`config.mk`:
```
export PLATFORM = sky130hd
export DESIGN_NAME = tracker_cell_delta_encoder
export DESIGN_NICKNAME = d
export VERILOG_FILES = /design/src/design/tcde_pkg.sv /design/src/design/tracker_cell_delta_encoder.sv
export VERILOG_INCLUDE_DIRS = /design/src /design/src/design
export SDC_FILE = /design/constraint.sdc
export NUM_CORES = 1
export LEC_CHECK = 0
export BUFFER_PORTS_ARGS = -buffer_cell sky130_fd_sc_hd__buf_2
export CORE_MARGIN = 2
export CORE_UTILIZATION = 55
export DETAILED_ROUTE_END_ITERATION = 8
export MAX_ROUTING_LAYER = met4
export PLACE_DENSITY = 0.73
export SLEW_MARGIN = 20
export SYNTH_ARGS = -nofsm -noshare
export SYNTH_HDL_FRONTEND = slang
export SYNTH_SLANG_ARGS = --single-unit
```
`constraint.sdc`:
```
create_clock -name clock -period 5.8 [get_ports clock]
set_input_delay 0.58 -clock clock [delete_from_list [all_inputs] [get_ports clock]]
set_output_delay 0.58 -clock clock [all_outputs]
set_load 0.005 [all_outputs]
```
`src/design/tracker_cell_delta_encoder_defines.svh`:
```
// Assertion macros used by the tracker cell delta encoder design file.
`ifndef TRACKER_CELL_DELTA_ENCODER_DEFINES_SVH
`define TRACKER_CELL_DELTA_ENCODER_DEFINES_SVH

// Checks a property at every rising clock edge outside of reset.
`define TCDE_ASSERT(label, clk, rst, prop, msg) \
   label: assert property (@(posedge clk) disable iff (rst) (prop)) else $error(msg);

// Checks a property at every rising clock edge, reset included.
`define TCDE_ASSERT_ALWAYS(label, clk, prop, msg) \
   label: assert property (@(posedge clk) (prop)) else $error(msg);

`endif

```
`src/design/tcde_pkg.sv`:
```
// Package with the constants, types and decode functions of the tracker cell delta encoder.
package tcde_pkg;

   // Number of channels with stored state, and the width of a channel index.
   localparam int unsigned CHANNELS = 8;
   localparam int unsigned ChIdxW = (CHANNELS > 1) ? $clog2(CHANNELS) : 1;

   // Character codes used by the cell decode.
   localparam logic [7:0] CaseMask   = 8'hDF;
   localparam logic [7:0] NoNoteCode = 8'h0D;
   localparam logic [7:0] RestCode   = 8'h52;
   localparam logic [7:0] LetterA    = 8'h41;
   localparam logic [7:0] LetterF    = 8'h46;
   localparam logic [7:0] LetterG    = 8'h47;
   localparam logic [7:0] SharpCode  = 8'h23;
   localparam logic [7:0] DashCode   = 8'h2D;
   localparam logic [7:0] Digit0     = 8'h30;
   localparam logic [7:0] Digit1     = 8'h31;
   localparam logic [7:0] Digit9     = 8'h39;
   localparam logic [7:0] MaxOctave  = 8'd5;
   localparam logic [6:0] NoteCount  = 7'd72;

   // Configuration register indexes.
   typedef enum logic [1:0] {
      CSR_WAVE_OP   = 2'd0,
      CSR_VOLUME_OP = 2'd1,
      CSR_FREQ_OP   = 2'd2
   } csr_index_type;

   // Decoded hex digit field.
   typedef struct packed {
      logic       bad;
      logic       has;
      logic [3:0] val;
   } hex_type;

   // Decoded note field.
   typedef struct packed {
      logic        bad;
      logic        has;
      logic [10:0] freq;
   } note_type;

   // Semitone offset of each letter, starting at A.
   function automatic logic [3:0] letter_step(input logic [2:0] idx);
      logic [3:0] step;
      case (idx)
         3'd0:    step = 4'd9;
         3'd1:    step = 4'd11;
         3'd2:    step = 4'd0;
         3'd3:    step = 4'd2;
         3'd4:    step = 4'd4;
         3'd5:    step = 4'd5;
         3'd6:    step = 4'd7;
         default: step = 4'd0;
      endcase
      return step;
   endfunction

   // Frequency of each semitone over six octaves.
   function automatic logic [10:0] freq_lookup(input logic [6:0] step);
      logic [10:0] f;
      case (step)
         7'd0:  f = 11'd33;   7'd1:  f = 11'd35;   7'd2:  f = 11'd37;   7'd3:  f = 11'd39;
         7'd4:  f = 11'd41;   7'd5:  f = 11'd44;   7'd6:  f = 11'd46;   7'd7:  f = 11'd49;
         7'd8:  f = 11'd52;   7'd9:  f = 11'd55;   7'd10: f = 11'd58;   7'd11: f = 11'd62;
         7'd12: f = 11'd65;   7'd13: f = 11'd69;   7'd14: f = 11'd73;   7'd15: f = 11'd78;
         7'd16: f = 11'd82;   7'd17: f = 11'd87;   7'd18: f = 11'd92;   7'd19: f = 11'd98;
         7'd20: f = 11'd104;  7'd21: f = 11'd110;  7'd22: f = 11'd117;  7'd23: f = 11'd123;
         7'd24: f = 11'd131;  7'd25: f = 11'd139;  7'd26: f = 11'd147;  7'd27: f = 11'd156;
         7'd28: f = 11'd165;  7'd29: f = 11'd175;  7'd30: f = 11'd185;  7'd31: f = 11'd196;
         7'd32: f = 11'd208;  7'd33: f = 11'd220;  7'd34: f = 11'd233;  7'd35: f = 11'd247;
         7'd36: f = 11'd262;  7'd37: f = 11'd277;  7'd38: f = 11'd294;  7'd39: f = 11'd311;
         7'd40: f = 11'd330;  7'd41: f = 11'd349;  7'd42: f = 11'd370;  7'd43: f = 11'd392;
         7'd44: f = 11'd415;  7'd45: f = 11'd440;  7'd46: f = 11'd466;  7'd47: f = 11'd493;
         7'd48: f = 11'd523;  7'd49: f = 11'd554;  7'd50: f = 11'd587;  7'd51: f = 11'd622;
         7'd52: f = 11'd659;  7'd53: f = 11'd698;  7'd54: f = 11'd740;  7'd55: f = 11'd784;
         7'd56: f = 11'd830;  7'd57: f = 11'd880;  7'd58: f = 11'd932;  7'd59: f = 11'd987;
         7'd60: f = 11'd1047; 7'd61: f = 11'd1109; 7'd62: f = 11'd1175; 7'd63: f = 11'd1245;
         7'd64: f = 11'd1319; 7'd65: f = 11'd1397; 7'd66: f = 11'd1480; 7'd67: f = 11'd1568;
         7'd68: f = 11'd1661; 7'd69: f = 11'd1760; 7'd70: f = 11'd1865; 7'd71: f = 11'd1976;
         default: f = 11'd0;
      endcase
      return f;
   endfunction

   // Decodes a hex digit character, where a dash means no value.
   function automatic hex_type hex_decode(input logic [7:0] c);
      hex_type    r;
      logic [7:0] u;
      logic [7:0] d;
      u = c & CaseMask;
      r = '0;
      if (c == DashCode) begin
         r.has = 1'b0;
      end else if (c >= Digit0 && c <= Digit9) begin
         d = c - Digit0;
         r.has = 1'b1;
         r.val = d[3:0];
      end else if (u >= LetterA && u <= LetterF) begin
         d = u - LetterA + 8'd10;
         r.has = 1'b1;
         r.val = d[3:0];
      end else begin
         r.bad = 1'b1;
      end
      return r;
   endfunction

   // Decodes the note letter, sharp mark and octave digit into a frequency.
   function automatic note_type note_decode(input logic [7:0] nc, input logic [7:0] sc,
                                            input logic [7:0] oc);
      note_type   r;
      logic [7:0] letter;
      logic [7:0] octave;
      logic [7:0] lidx;
      logic [6:0] step;
      letter = nc & CaseMask;
      octave = oc - Digit1;
      lidx   = letter - LetterA;
      r      = '0;
      step   = {3'b000, letter_step(lidx[2:0])} + {6'd0, (sc == SharpCode)};
      step   = step + {2'b00, octave[2:0], 2'b00} + {1'b0, octave[2:0], 3'b000};
      if (letter == NoNoteCode) begin
         r.has = 1'b0;
      end else if (letter == RestCode) begin
         r.has = 1'b1;
      end else if (letter < LetterA || letter > LetterG) begin
         r.bad = 1'b1;
      end else if (octave > MaxOctave) begin
         r.bad = 1'b1;
      end else if (step >= NoteCount) begin
         // B sharp in the top octave falls past the end of the table.
         r.bad = 1'b1;
      end else begin
         r.has  = 1'b1;
         r.freq = freq_lookup(step);
      end
      return r;
   endfunction

endpackage

```
`src/design/tracker_cell_delta_encoder.sv`:
```
// Tracker cell delta encoder: turns tracker cells into byte commands for what changed.
//
//   Channel   Direction  Handshake            Payload
//   req_*     in         req_valid/req_stall  channel, note, sharp, octave, wave, volume chars
//   rsp_*     out        rsp_valid/rsp_stall  out_byte, last, error
//   csr_*     in         csr_valid/csr_ready  index, write data
//
// A cell is registered, decoded and compared against the channel state in the next cycle,
// and its commands, 1 to 10 bytes, are sent from a record register one byte per cycle while
// rsp_stall is low, a rate set by the single byte-wide result port.
// The first byte is offered once the cell has moved from the input into the record register.
// A cell that changes nothing gives no transaction; a bad cell gives one error byte.
// Reset makes every channel's waveform, volume and frequency unknown and restores opcodes.
// A stall on the result side holds the record, then the input register, then req_stall.
`include "tracker_cell_delta_encoder_defines.svh"

module tracker_cell_delta_encoder (
   input  logic       clock,
   input  logic       reset,
   // Cell input channel.
   input  logic       req_valid,
   output logic       req_stall,
   input  logic [2:0] req_channel,
   input  logic [7:0] req_note_char,
   input  logic [7:0] req_sharp_char,
   input  logic [7:0] req_octave_char,
   input  logic [7:0] req_wave_char,
   input  logic [7:0] req_volume_char,
   // Command byte output channel.
   output logic       rsp_valid,
   input  logic       rsp_stall,
   output logic [7:0] rsp_out_byte,
   output logic       rsp_last,
   output logic       rsp_error,
   // Configuration write channel.
   input  logic       csr_valid,
   output logic       csr_ready,
   input  logic [1:0] csr_index,
   input  logic [7:0] csr_wdata
);

   localparam int unsigned ChIdxW = tcde_pkg::ChIdxW;

   // Segment bits of the record: one per pending command.
   localparam int unsigned SegWave = 0;
   localparam int unsigned SegVol  = 1;
   localparam int unsigned SegFreq = 2;

   // Configuration registers.
   logic [7:0] wave_op_ff;
   logic [7:0] vol_op_ff;
   logic [7:0] freq_op_ff;

   // Input register.
   logic       s1_valid_ff, s1_valid_in;
   logic [2:0] s1_ch_ff;
   logic [7:0] s1_note_ff, s1_sharp_ff, s1_oct_ff, s1_wave_ff, s1_vol_ff;

   // Per-channel state.
   logic        wave_known_ff [tcde_pkg::CHANNELS];
   logic        vol_known_ff  [tcde_pkg::CHANNELS];
   logic        freq_known_ff [tcde_pkg::CHANNELS];
   logic [3:0]  last_wave_ff  [tcde_pkg::CHANNELS];
   logic [3:0]  last_vol_ff   [tcde_pkg::CHANNELS];
   logic [10:0] last_freq_ff  [tcde_pkg::CHANNELS];

   // Record register holding the commands of one cell.
   logic        rec_valid_ff, rec_valid_in;
   logic        rec_err_ff, rec_err_in;
   logic [2:0]  rec_pend_ff, rec_pend_in;
   logic [1:0]  rec_idx_ff, rec_idx_in;
   logic [2:0]  rec_ch_ff;
   logic [3:0]  rec_wave_ff;
   logic [7:0]  rec_volb_ff;
   logic [10:0] rec_freq_ff;

   // Decode signals.
   tcde_pkg::note_type  dec_note;
   tcde_pkg::hex_type   dec_wave;
   tcde_pkg::hex_type   dec_vol;
   logic [ChIdxW-1:0]   dec_idx;
   logic                dec_bad;
   logic                dec_wave_emit;
   logic                dec_vol_has;
   logic [3:0]          dec_vol_val;
   logic                dec_vol_known;
   logic                dec_vol_emit;
   logic                dec_freq_emit;
   logic [7:0]          dec_vol_byte;
   logic                dec_commit;

   // Output sequencing signals.
   logic       rsp_take;
   logic       rec_free;
   logic       s1_move;
   logic [2:0] cur_seg;
   logic [2:0] pend_rest;
   logic       seg_end;

   // Configuration writes are always taken.
   assign csr_ready = 1'b1;

   always_ff @(posedge clock) begin
      if (reset) begin
         wave_op_ff <= 8'd0;
         vol_op_ff  <= 8'd1;
         freq_op_ff <= 8'd2;
      end else if (csr_valid && csr_ready) begin
         case (csr_index)
            tcde_pkg::CSR_WAVE_OP:   wave_op_ff <= csr_wdata;
            tcde_pkg::CSR_VOLUME_OP: vol_op_ff  <= csr_wdata;
            tcde_pkg::CSR_FREQ_OP:   freq_op_ff <= csr_wdata;
            default:                 wave_op_ff <= wave_op_ff;
         endcase
      end
   end

   // Handshake between the input register and the record register.
   assign rsp_take  = rsp_valid && !rsp_stall;
   assign rec_free  = !rec_valid_ff || (rsp_take && rsp_last);
   assign s1_move   = s1_valid_ff && rec_free;
   assign req_stall = s1_valid_ff && !rec_free;

   always_comb begin
      s1_valid_in = s1_valid_ff;
      if (req_valid && !req_stall) begin
         s1_valid_in = 1'b1;
      end else if (s1_move) begin
         s1_valid_in = 1'b0;
      end
   end

   always_ff @(posedge clock) begin
      if (reset) begin
         s1_valid_ff <= 1'b0;
      end else begin
         s1_valid_ff <= s1_valid_in;
      end
   end

   always_ff @(posedge clock) begin
      if (req_valid && !req_stall) begin
         s1_ch_ff    <= req_channel;
         s1_note_ff  <= req_note_char;
         s1_sharp_ff <= req_sharp_char;
         s1_oct_ff   <= req_octave_char;
         s1_wave_ff  <= req_wave_char;
         s1_vol_ff   <= req_volume_char;
      end
   end

   // Cell decode and comparison against the channel state.
   always_comb begin
      dec_note = tcde_pkg::note_decode(s1_note_ff, s1_sharp_ff, s1_oct_ff);
      dec_wave = tcde_pkg::hex_decode(s1_wave_ff);
      dec_vol  = tcde_pkg::hex_decode(s1_vol_ff);
      dec_idx  = s1_ch_ff[ChIdxW-1:0];
      dec_bad  = dec_note.bad || dec_wave.bad || dec_vol.bad ||
                 (32'(s1_ch_ff) >= tcde_pkg::CHANNELS);

      dec_wave_emit = dec_wave.has &&
                      (!wave_known_ff[dec_idx] || last_wave_ff[dec_idx] != dec_wave.val);

      // A new waveform resends the old volume when the cell gives none.
      dec_vol_has   = dec_vol.has || (dec_wave_emit && vol_known_ff[dec_idx]);
      dec_vol_val   = dec_vol.has ? dec_vol.val : last_vol_ff[dec_idx];
      dec_vol_known = vol_known_ff[dec_idx] && !dec_wave_emit;
      dec_vol_emit  = dec_vol_has &&
                      (!dec_vol_known || last_vol_ff[dec_idx] != dec_vol_val);

      dec_freq_emit = dec_note.has &&
                      (!freq_known_ff[dec_idx] || last_freq_ff[dec_idx] != dec_note.freq);

      // Volume times seven.
      dec_vol_byte = {1'b0, dec_vol_val, 3'b000} - {4'b0000, dec_vol_val};
      dec_commit   = s1_move && !dec_bad;
   end

   // Channel state update.
   always_ff @(posedge clock) begin
      if (reset) begin
         for (int i = 0; i < tcde_pkg::CHANNELS; i++) begin
            wave_known_ff[i] <= 1'b0;
            vol_known_ff[i]  <= 1'b0;
            freq_known_ff[i] <= 1'b0;
         end
      end else if (dec_commit) begin
         if (dec_wave_emit) begin
            wave_known_ff[dec_idx] <= 1'b1;
         end
         vol_known_ff[dec_idx] <= dec_vol_known || dec_vol_emit;
         if (dec_freq_emit) begin
            freq_known_ff[dec_idx] <= 1'b1;
         end
      end
   end

   always_ff @(posedge clock) begin
      if (dec_commit) begin
         if (dec_wave_emit) begin
            last_wave_ff[dec_idx] <= dec_wave.val;
         end
         if (dec_vol_emit) begin
            last_vol_ff[dec_idx] <= dec_vol_val;
         end
         if (dec_freq_emit) begin
            last_freq_ff[dec_idx] <= dec_note.freq;
         end
      end
   end

   // Current segment is the lowest pending command.
   always_comb begin
      cur_seg   = rec_pend_ff & (~rec_pend_ff + 3'd1);
      pend_rest = rec_pend_ff & ~cur_seg;
      seg_end   = cur_seg[SegFreq] ? (rec_idx_ff == 2'd3) : (rec_idx_ff == 2'd2);
   end

   // Record register next state: load from decode or step through the bytes.
   always_comb begin
      rec_valid_in = rec_valid_ff;
      rec_err_in   = rec_err_ff;
      rec_pend_in  = rec_pend_ff;
      rec_idx_in   = rec_idx_ff;
      if (s1_move) begin
         rec_valid_in = dec_bad || dec_wave_emit || dec_vol_emit || dec_freq_emit;
         rec_err_in   = dec_bad;
         rec_pend_in  = dec_bad ? 3'b000 : {dec_freq_emit, dec_vol_emit, dec_wave_emit};
         rec_idx_in   = 2'd0;
      end else if (rsp_take) begin
         if (rsp_last) begin
            rec_valid_in = 1'b0;
         end else if (seg_end) begin
            rec_pend_in = pend_rest;
            rec_idx_in  = 2'd0;
         end else begin
            rec_idx_in = rec_idx_ff + 2'd1;
         end
      end
   end

   always_ff @(posedge clock) begin
      if (reset) begin
         rec_valid_ff <= 1'b0;
         rec_err_ff   <= 1'b0;
         rec_pend_ff  <= 3'b000;
         rec_idx_ff   <= 2'd0;
      end else begin
         rec_valid_ff <= rec_valid_in;
         rec_err_ff   <= rec_err_in;
         rec_pend_ff  <= rec_pend_in;
         rec_idx_ff   <= rec_idx_in;
      end
   end

   always_ff @(posedge clock) begin
      if (s1_move) begin
         rec_ch_ff   <= s1_ch_ff;
         rec_wave_ff <= dec_wave.val;
         rec_volb_ff <= dec_vol_byte;
         rec_freq_ff <= dec_note.freq;
      end
   end

   // Output byte selection.
   always_comb begin
      rsp_valid    = rec_valid_ff;
      rsp_error    = rec_err_ff;
      rsp_last     = rec_err_ff || (seg_end && pend_rest == 3'b000);
      rsp_out_byte = 8'd0;
      if (!rec_err_ff) begin
         case (rec_idx_ff)
            2'd0: rsp_out_byte = {5'd0, rec_ch_ff};
            2'd1: begin
               if (cur_seg[SegWave]) begin
                  rsp_out_byte = wave_op_ff;
               end else if (cur_seg[SegVol]) begin
                  rsp_out_byte = vol_op_ff;
               end else begin
                  rsp_out_byte = freq_op_ff;
               end
            end
            2'd2: begin
               if (cur_seg[SegWave]) begin
                  rsp_out_byte = {4'd0, rec_wave_ff};
               end else if (cur_seg[SegVol]) begin
                  rsp_out_byte = rec_volb_ff;
               end else begin
                  rsp_out_byte = rec_freq_ff[7:0];
               end
            end
            default: rsp_out_byte = {5'd0, rec_freq_ff[10:8]};
         endcase
      end
   end

   // Assertions.
   `TCDE_ASSERT(a_err_single, clock, reset,
      rsp_valid && rsp_error |-> rsp_last && rsp_out_byte == 8'd0,
      "error result must be a single zero byte")
   `TCDE_ASSERT(a_rec_has_work, clock, reset,
      rec_valid_ff && !rec_err_ff |-> rec_pend_ff != 3'b000,
      "record without error holds no pending command")
   `TCDE_ASSERT(a_idx_in_seg, clock, reset,
      rec_valid_ff && !rec_err_ff && !cur_seg[SegFreq] |-> rec_idx_ff != 2'd3,
      "byte index runs past a three byte command")
   `TCDE_ASSERT(a_wave_known, clock, reset,
      dec_commit && dec_wave_emit |=> wave_known_ff[$past(dec_idx)],
      "waveform sent but not recorded as known")
   `TCDE_ASSERT_ALWAYS(a_stall_full, clock,
      req_stall |-> s1_valid_ff,
      "input stalled while the input register is empty")

endmodule
```
# [Yosys cells after proc, flatten, opt, wreduce, memory -nomap -nowiden]
# Memories as Yosys holds them, arrays and structs flattened. A register that Yosys moved wholly into a read port is not among the register bits.
# Index checks and enable logic that the tools add are counted.
[totals] reg_bits=101 ramBits=176 mem_bits_ro=1408 in_bits=58 output_inout_bits=13 wordCells=210 mem_count=7
[op_classes] addsub=14 magnitude_cmp=12 n_eq_ne=19 n_mux=79 bitwise=5 n_reduce_logical=56
[mem_list] name="(name not given)" words=128 word_bits=11 read_ports=1 rd_ports_with_merged_regs=0 wr=0 line_no="tcde_pkg.sv:63" text="case (step)"
[mem_list] name="last_freq_ff" words=8 word_bits=11 read_ports=1 rd_ports_with_merged_regs=1 wr=1 line_no="tracker_cell_delta_encoder.sv:65" text="logic [10:0] last_freq_ff [tcde_pkg::CHANNELS];"
[mem_list] name="last_vol_ff" words=8 word_bits=4 read_ports=1 rd_ports_with_merged_regs=1 wr=1 line_no="tracker_cell_delta_encoder.sv:64" text="logic [3:0] last_vol_ff [tcde_pkg::CHANNELS];"
[mem_list] name="last_wave_ff" words=8 word_bits=4 read_ports=1 rd_ports_with_merged_regs=1 wr=1 line_no="tracker_cell_delta_encoder.sv:63" text="logic [3:0] last_wave_ff [tcde_pkg::CHANNELS];"
[mem_list] name="freq_known_ff" words=8 word_bits=1 read_ports=1 rd_ports_with_merged_regs=1 wr=8 line_no="tracker_cell_delta_encoder.sv:62" text="logic freq_known_ff [tcde_pkg::CHANNELS];"
[mem_list] name="vol_known_ff" words=8 word_bits=1 read_ports=1 rd_ports_with_merged_regs=1 wr=8 line_no="tracker_cell_delta_encoder.sv:61" text="logic vol_known_ff [tcde_pkg::CHANNELS];"
[mem_list] name="+1 memories"
[ops] operator="1-bit two-way mux" n=45
[ops] operator="3-bit two-way mux" n=14
[ops] operator="8-bit two-way mux" n=5
[ops] operator="12-bit two-way mux" n=3
[ops] operator="8-bit by 6-bit equality test with 1-bit output, second input constant" n=3
[ops] operator="4-bit one-hot mux with 6 select lines" n=1
[ops] operator="8-bit one-hot mux with 3 select lines" n=1
[ops] operator="11-bit two-way mux" n=2
[ops] operator="5-bit two-way mux" n=4
[ops] operator="8-bit by 6-bit greater-or-equal comparator with 1-bit output, second input constant" n=2
[ops] operator="8-bit by 7-bit greater-or-equal comparator with 1-bit output, second input constant" n=2
[ops] operator="8-bit by 6-bit less-or-equal comparator with 1-bit output, second input constant" n=2
[ops] operator="8-bit by 7-bit less-or-equal comparator with 1-bit output, second input constant" n=2
[ops] operator="1-bit logical AND" n=16
[ops] operator="4-bit by 1-bit subtractor with 4-bit output, second input constant" n=4
[ops] operator="1-bit logical OR" n=13
[ops] operator="4-bit two-way mux" n=3
[ops] operator="11-bit != test" n=1
[ops] operator="2-bit AND reduction" n=5
[ops] operator="3-bit equality test, second input constant" n=3
[ops] operator="1-bit zero test" n=9
[ops] operator="4-bit adder, second input constant" n=2
[ops] operator="8-bit by 3-bit greater-than comparator with 1-bit output, second input constant" n=1
[ops] operator="8-bit by 7-bit greater-than comparator with 1-bit output, second input constant" n=1
[ops] operator="other kinds (28)" n=41

# [Logic depth before layout (Yosys ltp)]
# Gate-level depths: netlist of run 1.
[logic_depth] word_depth=21 depth_mapped=20 mapped_depth_nobuf=18

# [Worst setup path before layout of run 1]
# No wires, ideal clock.
[synth_timing] path_type="reg-to-reg" startpoint="reg s1_note_ff[1]" endpoint="mem last_freq_ff[3][0] (enable)" setup_time_ps=378 arrival_ps=4873 t_required_ps=5422 setup_slack_ps=549 stages_incl_launch_ff=16 path_buffers=2 period_less_slack_ps=5251 path_cell_list="edfxtp_1 -> clkbuf_1 -> nor2_1 -> ha_1 -> nand2b_1 -> xnor2_1 -> ha_1 -> ha_1 -> ha_1 -> buf_2 -> a21o_1 -> a211oi_1 -> o22ai_1 -> a2111oi_0 -> o221ai_4 -> nor2_1"
[synth_via] elab_chain_len=18 word_cells_on_any_way=40 cone_classes="add/sub: 4; order compare: 3; eq/ne: 8; mux: 16; reduce/logical: 8; memory: 1"
[synth_lines] item="start, declared" line_no="tracker_cell_delta_encoder.sv:57" text="logic [7:0] s1_note_ff, s1_sharp_ff, s1_oct_ff, s1_wave_ff, s1_vol_ff;"
[synth_lines] item="start signal, assigned" line_no="tracker_cell_delta_encoder.sv:144" text="s1_note_ff <= req_note_char;"
[synth_lines] item="3-bit by 1-bit subtractor with 3-bit output" line_no="tcde_pkg.sv:120" text="lidx = letter - LetterA;"
[synth_lines] item="3-bit equality test (tied with other cells)" line_no="tcde_pkg.sv:47" text="case (idx)"
[synth_lines] item="4-bit one-hot mux with 6 select lines" line_no="tcde_pkg.sv:47"
[synth_lines] item="4-bit by 1-bit adder with 5-bit output" line_no="tcde_pkg.sv:122" text="step = {3'b000, letter_step(lidx[2:0])} + {6'd0, (sc == SharpCode)};"
[synth_lines] item="5-bit by 5-bit adder with 6-bit output" line_no="tcde_pkg.sv:123" text="step = step + {2'b00, octave[2:0], 2'b00} + {1'b0, octave[2:0], 3'b000};"
[synth_lines] item="6-bit by 6-bit adder with 7-bit output" line_no="tcde_pkg.sv:123"
[synth_lines] item="memory 128 x 11 bit or 7-bit greater-or-equal comparator (tied branches)"
[synth_lines] item="12-bit two-way mux or 1-bit two-way mux (tied branches)" line_no="tcde_pkg.sv:132" text="end else if (step >= NoteCount) begin"
[synth_lines] item="[... 2 more ...]"
[synth_lines] item="11-bit two-way mux or 1-bit two-way mux (tied branches)" line_no="tcde_pkg.sv:126" text="end else if (letter == RestCode) begin"
[synth_lines] item="11-bit two-way mux or 1-bit two-way mux (tied branches)" line_no="tcde_pkg.sv:124" text="if (letter == NoNoteCode) begin"
[synth_lines] item="11-bit != test or 1-bit logical OR (tied branches)" line_no="tracker_cell_delta_encoder.sv:172, tracker_cell_delta_encoder.sv:158"
[synth_lines] item="1-bit logical OR (on tied branches)" line_no="tracker_cell_delta_encoder.sv:172, tracker_cell_delta_encoder.sv:158"
[synth_lines] item="1-bit logical AND or 1-bit zero test (tied branches)" line_no="tracker_cell_delta_encoder.sv:171, tracker_cell_delta_encoder.sv:176"
[synth_lines] item="1-bit two-way mux or 1-bit logical AND (tied branches)" line_no="tracker_cell_delta_encoder.sv:206, tracker_cell_delta_encoder.sv:176"
[synth_lines] item="1-bit two-way mux *" line_no="tracker_cell_delta_encoder.sv:199" text="if (dec_commit) begin"
[synth_lines] item="1-bit two-way mux (not written as such) *" line_no="tracker_cell_delta_encoder.sv:207" text="last_freq_ff[dec_idx] <= dec_note.freq;"
[synth_lines] item="end, declared" line_no="tracker_cell_delta_encoder.sv:65"
# Mark *: on every way between the ends. The rest lies on a longest branch, timed or not.

# [Worst setup path in the final report of run 1]
[layout_timing] startpoint="reg s1_note_ff[1]" endpoint="mem last_freq_ff[7][10] (enable)"
# The elaborated chain is that of the path after synthesis.

==> parameters.txt, run 1 <==
Parameter                              Value

Setup path
  Data arrival time of the worst path    5.78 ns
  Endpoint type of the worst setup path    register
  Delay of the slowest critical-path stage    0.53 ns
  Peak fanout along the critical path    11
  Total stage count of the critical path    19
  Required time of the critical path    6.10 ns
  Series of cell instances along the critical path    nor2_1 > ha_1 > nand2b_1 > xnor2_1 > ha_1 > ha_1 > ha_1 > buf_4 > a21o_1 > a211oi_1 > o221ai_2 > o32a_1 > a22o_1 > a211o_1 > or4_1 > a211o_1 > o221ai_4 > nor2_1 > buf_12
  Most Frequent Cell on Critical Path    ha_1
  Critical path buffers and inverters    2
  Critical path start-end classification    reg -> reg
  Reg2reg path depth    19
  Cell type group with the largest total delay on the critical path    compound AO/OA/AOI/OAI gates
  CP Launch Type    register
  Critical-path cell with the highest stage delay    or4_1

Place
  Port Buffer Count    68
  Count of placed standard cells including taps    1471
  Pre-CTS setup slack    0.132 ns
  Post-DP HPWL    21.5 mm
  Routability cong.    0.999

STA
  Worst Skew    0.0298 ns
  Final setup violation count    0
  Highest clock frequency the design can meet    0.182 GHz
  Max_slew headroom    28.6%
  Setup ws final    0.317 ns
  Fin Hold WS    0.193 ns
  Final Hold Fails    0
  Transition at the pin with the smallest max-transition slack    1.07 ns
  Final cycle utilization of the critical path    94.5%
  RSZ-0062 raised after global routing    no
  Final critical-path required period    5.48 ns
  Max-slew violation count    0
  Summed negative setup slack over all endpoints    0 ns

Die
  Chip height    163 µm
  Chip width    163 µm
  Floorplan row count    58
  Die Area    26400 µm²
  Starting Density    55.4%
  CORE AREA    between 20000 and 25000 µm²
  Number of ports placed on the die boundary    71

CTS
  Clock root cell    clkbuf_16
  CTS hold repair buffers    0
  CTS tree    yes
  Max Root-Sink Buffers    3
  Cts repair resizes    0
  Clock Latency Late Sink    0.56 ns
  Setup Fix Bufs, Post-CTS    0
  Clock sinks    around 280
  Total CTS buffers    28
  CTS H-tree lvls    1
  Clock transition at path regs    0.06 ns

Yosys
  Cell Area, Synth    13800 µm²
  Top cells by area, synth    edfxtp_1 50%, mux4_2 7.7%, dfxtp_1 7.4%
  Sequential fraction of the synthesis area    56.9%
  Register bit total from synthesis    279
  Count of synthesis-stage warnings from yosys    0
  Fraction of registers with async set or reset after synthesis    0%
  Main flop type after synthesis    edfxtp_1
  Number of flops mapped to enable cells by yosys    228
  Post-synth top area cell    edfxtp_1
  Total nets after synthesis    ~1200
  Synthesized instance count    1067
  Mapped Avg Cell Area    between 10 and 15 µm²
  Number of distinct library cells after synthesis    91
  Portion of synthesized cell area occupied by the leading cell type    49.5%

Drt
  Remaining antenna violation count    0
  Number of DRC markers after the initial detailed-route iteration    715
  Vias per inst    around 6
  Drt wl/cell    approximately 20 µm
  DRC violations left    0
  Vias after detailed routing    around 9300
  First-pass detailed-route iteration total    5
  Final WL    30.9 mm

Final layout
  Number of nets in the layout    1261
  Area used by multi-input combinational logic    5510 µm²
  End-of-flow core utilization    63.6%
  Total area of sequential cells    7870 µm²
  Final Instance Count excl. Fillers    1523
  Filler cell count    1882
  Area grow syn2layout    14.8%
  Share of final-layout standard cells stronger than drive strength 1    24.0%
  Diode insertion count for antenna repair    0

Min path
  Hold Path Stages    1
  Tightest Hold Check Type    in -> reg

Global routing
  Met1 capacity usage during global routing    approximately 33%
  Initial antenna violation count    0
  Met3 Usage GRT    under 10%
  Met2 Usage GRT    38.5%
  Maximum number of pins on one net before global-route repair    59
  Vias in the first global route    around 9000
  Gr ovfl total    0
  First-pass GRT wire length    just under 50 mm
  Global-route total usage across every layer    24.3%
  GRT busiest layer    met2

Power
  Worst IR drop on VDD    0.000253 V
  Power density over cell area    322 nW/µm²
  Leak Pwr    about 6.1 nW

Run status
  Outcome    completed

Job
  Max capacitance violation total    0
==> worst paths after layout <==
| path | slack [ns] | startpoint | to |
|---|---|---|---|
| max | 0.32 | s1_note_ff[1] | last_freq_ff[7][10] |
| min | 0.19 | req_wave_char[1] | s1_wave_ff[1] |
| max reg2reg | 0.32 | s1_note_ff[1] | last_freq_ff[7][10] |
| min reg2reg | 0.46 | freq_known_ff[2] | freq_known_ff[2] |
==> layout by cell type, fill, tap and decap left out, types with 14 or more instances in the layout <==
cell type / synthesis / layout
edfxtp_1: 228 / 228
a21oi_1: 35 / 35
ha_1: 32 / 32
inv_1: 47 / 46
mux2i_1: 55 / 55
xnor2_1: 15 / 15
o22ai_1: 14 / 14
nor3_1: 19 / 19
nand2_1: 53 / 53
mux4_2: 47 / 47
dfxtp_1: 51 / 49
buf_4: 6 / 64
nor2_1: 109 / 103
mux2_2: 16 / 16
o21ai_0: 38 / 38
buf_2: 11 / 68
clkbuf_16: 0 / 28
==> worst register-to-register path, stage by stage, from the launching register on <==
cell	delay, ns
edfxtp_1	0.38
nor2_1	0.22
ha_1	0.30
nand2b_1	0.18
xnor2_1	0.13
ha_1	0.20
ha_1	0.20
ha_1	0.22
buf_4	0.18
a21o_1	0.21
a211oi_1	0.44
o221ai_2	0.26
o32a_1	0.31
a22o_1	0.23
a211o_1	0.21
or4_1	0.53
a211o_1	0.33
o221ai_4	0.37
nor2_1	0.14
buf_12	0.18
==> registers in the layout, indices dropped and copies added, names as in the netlist, 4 cells and up, named ones only <==
signal	count
last_freq_ff	88
last_vol_ff	32
last_wave_ff	32
rec_freq_ff	11
freq_known_ff	8
freq_op_ff	8
rec_volb_ff	8
s1_oct_ff	8
s1_sharp_ff	8
s1_vol_ff	8
s1_wave_ff	8
vol_known_ff	8
vol_op_ff	8
wave_known_ff	8
wave_op_ff	8
s1_note_ff	7
rec_wave_ff	4
==> stage by stage <==
step | total power, mW | area [µm²]
floorplan | 2.90 | 13800
global placement | 3.16 | 14800
detailed placement | 3.17 | 14800
CTS | 5.12 | 15900
global route | 5.28 | 15900
finish | 5.11 | 15900
==> layer usage <==
metal | vias to the layer above | wire, µm
li1 | 4325 | -
met2 | 328 | 14700
met1 | 4550 | 13300
met4 | 0 | 707
met5 | - | 0
met3 | 57 | 2250
==> logic make-up after synthesis <==
kind of cell / after synthesis / share of synthesized area [%]
muxes: 118 / 12.9
other: 1 / 0.0271
DFF: 279 / 56.9
AOI/OAI and AO/OA: 221 / 12.0
xor gates and xnor gates: 26 / 1.65
and+or+nand+nor: 282 / 10.3
buffers and inverters: 108 / 3.36
adders and majority gates: 32 / 2.90
==> synth_stat cells, drive strengths merged (8+ instances only) <==
master / n
a31oi: 13
o21bai: 9
xor2: 11
edfxtp: 228
nor3: 20
o21ai: 41
dfxtp: 51
a22oi: 10
a21oi: 36
clkbuf: 38
nand3: 14
o22ai: 15
a211oi: 13
xnor2: 15
inv: 47
mux4: 47
nor3b: 8
o21ba: 8
nor2b: 10
nand2: 53
ha: 32
mux2i: 55
buf: 23
mux2: 16
nor2: 109
a211o: 8
nand2b: 9
==> layout make-up <==
cell class | instances | area share (%)
clock buffer | 30 | 4.46
inverter | 47 | 1.11
timing repair buffer | 135 | 5.55
tap | 330 | 2.60
multi-input combinational | 680 | 34.7
sequential | 279 | 49.6
clock inverter | 22 | 1.95
==> report_power, final <==
part / total [mW] / internal (mW) / switching, mW
registers: 2.25 / 2.21 / 0.0419
logic: 0.898 / 0.379 / 0.519
clock network: 1.96 / 1.20 / 0.764
total: 5.11 / 3.79 / 1.33
(Power assumes the default switching activity.)
==> run 2, diff against run 1 <==
BUFFER_PORTS_ARGS = -buffer_cell sky130_fd_sc_hd__buf_4   (was -buffer_cell sky130_fd_sc_hd__buf_2)
clock period = 5.6 ns   (was 5.8 ns; I/O delays follow)
==> parameters.txt, run 2 (synthesized netlist as in run 1, its figures left out) <==
Parameter                              Value

Run status
  Outcome    completed

Place
  Total placed instance area    15000 µm² (+1.0%)
  Pre-CTS setup slack    0.129 ns (-0.00354 ns)
  Count of placed standard cells including taps    1460 (-0.75%)
  Routability cong.    0.964 (-3.5%)
  Post-DP HPWL    21.8 mm (+1.5%)
  Port Buffer Count    68 (unchanged)

Final layout
  Flip-flop count of the largest register, all copies and words added    88 (unchanged)
  Largest regs    last_freq_ff (88), last_vol_ff (32), last_wave_ff (32)
  Summed area of non-filler cells in the final layout    16000 µm² (+0.56%)
  Diode insertion count for antenna repair    0 (unchanged)
  Number of nets in the layout    1252 (-0.71%)
  End-of-flow core utilization    63.9% (+0.36 points)
  Final Instance Count excl. Fillers    1512 (-0.72%)
  Leading cell type in the layout, fill and taps excluded    edfxtp_1
  Share of final-layout standard cells stronger than drive strength 1    23.3% (-0.71 points)
  Commonest non-fill, non-tap cells in the layout    228 x edfxtp_1, 118 x buf_4, 109 x nor2_1, 55 x mux2i_1, 53 x nand2_1
  Register with the most flip-flops    last_freq_ff
  Area grow syn2layout    15.4%

CTS
  Clock root cell    clkbuf_16
  Clock sinks    279 (unchanged)
  CTS H-tree lvls    1 (unchanged)
  Max Root-Sink Buffers    3 (unchanged)
  Total CTS buffers    28 (unchanged)
  CTS tree    yes
  Clock Latency Late Sink    0.56 ns (about the same)
  CTS hold repair buffers    0 (unchanged)
  Clock transition at path regs    0.06 ns (about the same)

Die
  Floorplan row count    58 (unchanged)
  Starting Density    55.4% (unchanged)
  Number of ports placed on the die boundary    71 (unchanged)
  Chip height    163 µm (unchanged)
  Die Area    26400 µm² (unchanged)
  CORE AREA    25000 µm² (unchanged)
  Chip width    163 µm (unchanged)

STA
  Worst Skew    0.0310 ns (+0.00122 ns)
  Fin Hold WS    0.175 ns (-0.0187 ns)
  Highest clock frequency the design can meet    0.187 GHz (+2.6%)
  Final cycle utilization of the critical path    95.4% (+0.89 points)
  Max-slew violation count    0 (unchanged)
  Max_slew headroom    29.4% (+0.81 points)
  Final critical-path required period    5.34 ns (-0.139 ns)
  Setup ws final    0.256 ns (-0.0608 ns)
  Transition at the pin with the smallest max-transition slack    1.06 ns (-0.0121 ns)
  Final setup violation count    0 (unchanged)
  Final Hold Fails    0 (unchanged)
  Summed negative setup slack over all endpoints    0 ns (unchanged)

Power
  Proportion of power drawn by the clock network    35.7% (-2.7 points)
  Internal portion of total power    3.73 mW (-1.4%)
  Comb pwr share    18.2% (+0.6 points)
  Relative contribution of sequential cells to total power    46.1% (+2.1 points)
  Sw power    1.33 mW (+0.61%)
  Net Sw Frac    26.3% (+0.39 points)
  Worst IR drop on VDD    0.000292 V (+15%)
  Overall power of the completed layout    5.07 mW (-0.87%)
  Leak Pwr    6.04 nW (-0.48%)
  Power density over cell area    317 nW/µm² (-1.4%)

Min path
  Tightest Hold Check Type    in -> reg

Setup path
  Delay of the slowest critical-path stage    0.62 ns (+0.09 ns)
  Endpoint type of the worst setup path    register
  Peak fanout along the critical path    11 (unchanged)
  Series of cell instances along the critical path    nor2_1 > ha_1 > nand2b_1 > xnor2_1 > ha_1 > ha_2 > buf_4 > a311oi_2 > o31ai_1 > a221oi_1 > nor3b_1 > buf_4 > a31oi_2 > a21oi_1 > or4b_2 > a211o_1 > o221ai_4 > nor2_1 > buf_12
  CP Launch Type    register
  Critical path start-end classification    reg -> reg
  Required time of the critical path    5.90 ns (-0.20 ns)
  Data arrival time of the worst path    5.64 ns (-0.14 ns)
  Critical-path cell with the highest stage delay    or4b_2

Drt
  First-pass detailed-route iteration total    7 (+2)
  Detailed route wirelength on metal3    2.04 mm (-9.3%)
  Number of DRC markers after the initial detailed-route iteration    858 (+20%)
  Vias after detailed routing    9225 (-0.38%)
  Vias per inst    6.10 (+0.35%)
  Drt wl/cell    20.4 µm (+0.68%)
  Met2 WL    15.2 mm (+3.6%)
  DRC violations left    0 (unchanged)
  Met1 Routed Length    13.2 mm (-0.58%)
  Remaining antenna violation count    0 (unchanged)
  Final WL    30.9 mm (about the same)
  Top sig layer    met4

Global routing
  Initial antenna violation count    0 (unchanged)
  First-pass GRT wire length    48.8 mm (+0.41%)
  Maximum number of pins on one net before global-route repair    59 (unchanged)
  Global-route total usage across every layer    24.5% (+0.14 points)
  Vias in the first global route    8939 (-0.42%)
  Gr ovfl total    0 (unchanged)

Job
  Max capacitance violation total    0 (unchanged)
[run 2: layout make-up]
class                      count  area [µm²]
clock buffer                  38         768
clock inverter                12         134
sequential                   279        7870
tap                          330         413
multi-input combinational    680        5550
inverter                      47         176
timing repair buffer         126        1050
fill                        1901        9010
[run 2: metal layers]
layer	global-route usage, %	up-vias
met5	-	-
met4	5.31	0
met3	3.23	30
met2	38.9	322
met1	34.2	4561
li1	-	4312
[run 2: path summary, 6_finish.rpt]
kind,start,endpoint,slack (ns),cells after the start
max,s1_note_ff[0],last_freq_ff[5][7],0.26,19
min,req_wave_char[4],s1_wave_ff[4],0.17,1
max reg2reg,s1_note_ff[0],last_freq_ff[5][7],0.26,19
min reg2reg,freq_known_ff[0],freq_known_ff[0],0.47,2
[run 2: repair_timing]
| item | CTS | global route |
|---|---|---|
| setup endpoints to repair | 0 | 98 |
| setup buffers | 0 | 2 |
| gates resized for setup | 0 | 11 |
[run 2: worst max-delay path, delay by kind of cell, from the launching register on]
family	cells	cell delay (ns)
flops	1	0.48
buf+inv	3	0.48
compound gates	7	2.01
xor+xnor	1	0.15
fa+ha+maj	3	0.70
simple gates	5	1.27
[run 2: power groups by stage]
stage                     Combinational (mW)  Clock [mW]  Sequential, mW
after floorplan                        0.657           0            2.35
after global placement                 0.880           0            2.38
after detailed placement               0.891           0            2.38
after CTS                              0.896        1.84            2.34
after global routing                    1.00        1.93            2.34
final                                  0.923        1.81            2.34
==> run 3, diff against run 2 <==
PLACE_DENSITY = 0.71   (was 0.73)
clock period = 6.91 ns   (was 5.6 ns; I/O delays follow)
==> parameters.txt, run 3 (synthesized netlist as in run 1, its figures left out) <==
Parameter                              Value

Global routing
  Initial antenna violation count    0 (unchanged)
  Maximum number of pins on one net before global-route repair    59 (unchanged)
  Vias in the first global route    9036 (+1.1%)
  Global-route total usage across every layer    24.4% (-0.092 points)
  Gr ovfl total    0 (unchanged)
  First-pass GRT wire length    48.6 mm (-0.48%)

Place
  Pre-CTS setup slack    0.689 ns (+0.560 ns)
  Post-DP HPWL    21.4 mm (-1.8%)
  Port Buffer Count    68 (unchanged)
  Routability cong.    0.928 (-3.7%)
  Total placed instance area    14700 µm² (-2.1%)

Setup path
  Worst setup path startpoint    s1_oct_ff[0]
  Data arrival time of the worst path    6.30 ns (+0.66 ns)
  Critical path start-end classification    reg -> reg
  Reg2reg start    s1_oct_ff[0]
  CP Launch Type    register
  Endpoint type of the worst setup path    register
  Required time of the critical path    7.19 ns (+1.29 ns)
  Peak fanout along the critical path    23 (+12)

STA
  Setup ws final    0.894 ns (+0.638 ns)
  Worst Skew    0.0388 ns (+0.00777 ns)
  Final Hold Fails    0 (unchanged)
  Summed negative setup slack over all endpoints    0 ns (unchanged)
  Fin Hold WS    0.295 ns (+0.120 ns)
  Final cycle utilization of the critical path    87.1% (-8.4 points)
  RSZ-0062 raised after global routing    no
  Transition at the pin with the smallest max-transition slack    1.05 ns (-0.00837 ns)
  Highest clock frequency the design can meet    0.166 GHz (-11%)
  Final critical-path required period    6.02 ns (+0.672 ns)
  Final setup violation count    0 (unchanged)
  Max_slew headroom    29.4% (about the same)
  Max-slew violation count    0 (unchanged)

Run status
  Outcome    completed

Power
  Relative contribution of sequential cells to total power    45.8% (-0.3 points)
  Internal portion of total power    3.02 mW (-19%)
  Sw power    1.11 mW (-17%)
  Net Sw Frac    26.9% (+0.57 points)
  Comb pwr share    17.1% (-1.1 points)
  Power density over cell area    264 nW/µm² (-17%)
  Proportion of power drawn by the clock network    37.1% (+1.4 points)
  Leak Pwr    5.90 nW (-2.4%)
  Worst IR drop on VDD    0.000243 V (-17%)

CTS
  Clock sinks    279 (unchanged)
  Cts repair resizes    0 (unchanged)
  CTS H-tree lvls    1 (unchanged)
  Clock Latency Late Sink    0.57 ns (about the same)
  Setup Fix Bufs, Post-CTS    0 (unchanged)
  Clock root cell    clkbuf_16
  Clock transition at path regs    0.06 ns (about the same)
  Total CTS buffers    29 (+3.6%)
  CTS hold repair buffers    0 (unchanged)
  CTS tree    yes
  Max Root-Sink Buffers    3 (unchanged)

Drt
  Vias per inst    6.19 (+1.5%)
  Drt wl/cell    20.9 µm (+2.2%)
  Remaining antenna violation count    0 (unchanged)
  Number of DRC markers after the initial detailed-route iteration    923 (+7.6%)
  DRC violations left    0 (unchanged)
  Vias after detailed routing    9192 (-0.36%)
  First-pass detailed-route iteration total    8 (+1)
  Final WL    31.0 mm (+0.26%)

Die
  Die Area    26400 µm² (unchanged)
  Starting Density    55.4% (unchanged)
  Number of ports placed on the die boundary    71 (unchanged)
  Chip width    163 µm (unchanged)
  Chip height    163 µm (unchanged)
  Floorplan row count    58 (unchanged)
  CORE AREA    25000 µm² (unchanged)

Final layout
  Number of nets in the layout    1222 (-2.4%)
  Leading cell type in the layout, fill and taps excluded    edfxtp_1
  Register with the most flip-flops    last_freq_ff
  Area grow syn2layout    13.0%
  Flip-flop count of the largest register, all copies and words added    88 (unchanged)
  Commonest non-fill, non-tap cells in the layout    228 x edfxtp_1, 106 x nor2_1, 94 x buf_4, 55 x mux2i_1, 53 x nand2_1
  Largest regs    last_freq_ff (88), last_vol_ff (32), last_wave_ff (32)
  Share of final-layout standard cells stronger than drive strength 1    21.4% (-1.9 points)
  Summed area of non-filler cells in the final layout    15600 µm² (-2.1%)
  Diode insertion count for antenna repair    0 (unchanged)

Job
  Max capacitance violation total    0 (unchanged)

Min path
  Hold Crit Start    req_wave_char[6]
  Tightest Hold Check Type    in -> reg
[run 3: cell count changes in the layout (fill, tap and decap cells not counted), sizes merged]
cell,change
inv,+3
buf,-32
clkinv,+3
clkbuf,-2
[run 3: through the flow]
stage	total power, mW	utilization [%]	std cells
after detailed placement	2.62	58.8	1430
after floorplan	2.43	-	1067
final	4.13	62.6	1484
after CTS	4.13	62.5	1483
after global placement	2.61	58.7	1430
after global routing	4.27	62.6	1484
[run 3: worst max-delay path: stages (launching register included)]
cell	delay (ns)
edfxtp_1	0.47
inv_1	0.14
ha_1	0.25
xor2_1	0.35
ha_1	0.31
ha_1	0.77
nand2_1	0.34
a31oi_2	0.51
o221ai_2	0.32
o32a_1	0.32
a22o_1	0.22
a211o_1	0.21
or4_1	0.53
a211o_1	0.36
o221ai_4	0.33
nor2_1	0.09
buf_4	0.22
[run 3: path summary, 6_finish.rpt]
kind              slack (ns)            endpoint  depth (start not counted)
hold / removal          0.29       s1_wave_ff[6]                          1
setup / recovery        0.89  last_freq_ff[5][7]                         16
hold reg to reg         0.47    freq_known_ff[0]                          2
setup reg to reg        0.89  last_freq_ff[5][7]                         16
[run 3: cell type report]
type	count	area (µm²)
timing repair buffer	95	713
inverter	47	176
multi-input combinational	680	5500
tap	330	413
fill	1908	9340
sequential	279	7870
clock inverter	18	168
clock buffer	35	778
[run 3: metal layers]
layer / share of wire [%] / global-route usage [%]
met2: 48 / 38.9
met1: 43 / 32.9
met3: 6.3 / 3.77
met4: 2.4 / 6.80
met5: 0 / -
[run 3: power by group through the flow]
stage	Combinational (mW)	Clock, mW	Sequential (mW)
2_1_floorplan	0.532	0	1.90
5_1_grt	0.758	1.61	1.90
4_1_cts	0.692	1.55	1.89
3_3_place_gp	0.683	0	1.93
6_report	0.706	1.53	1.89
3_5_place_dp	0.687	0	1.93
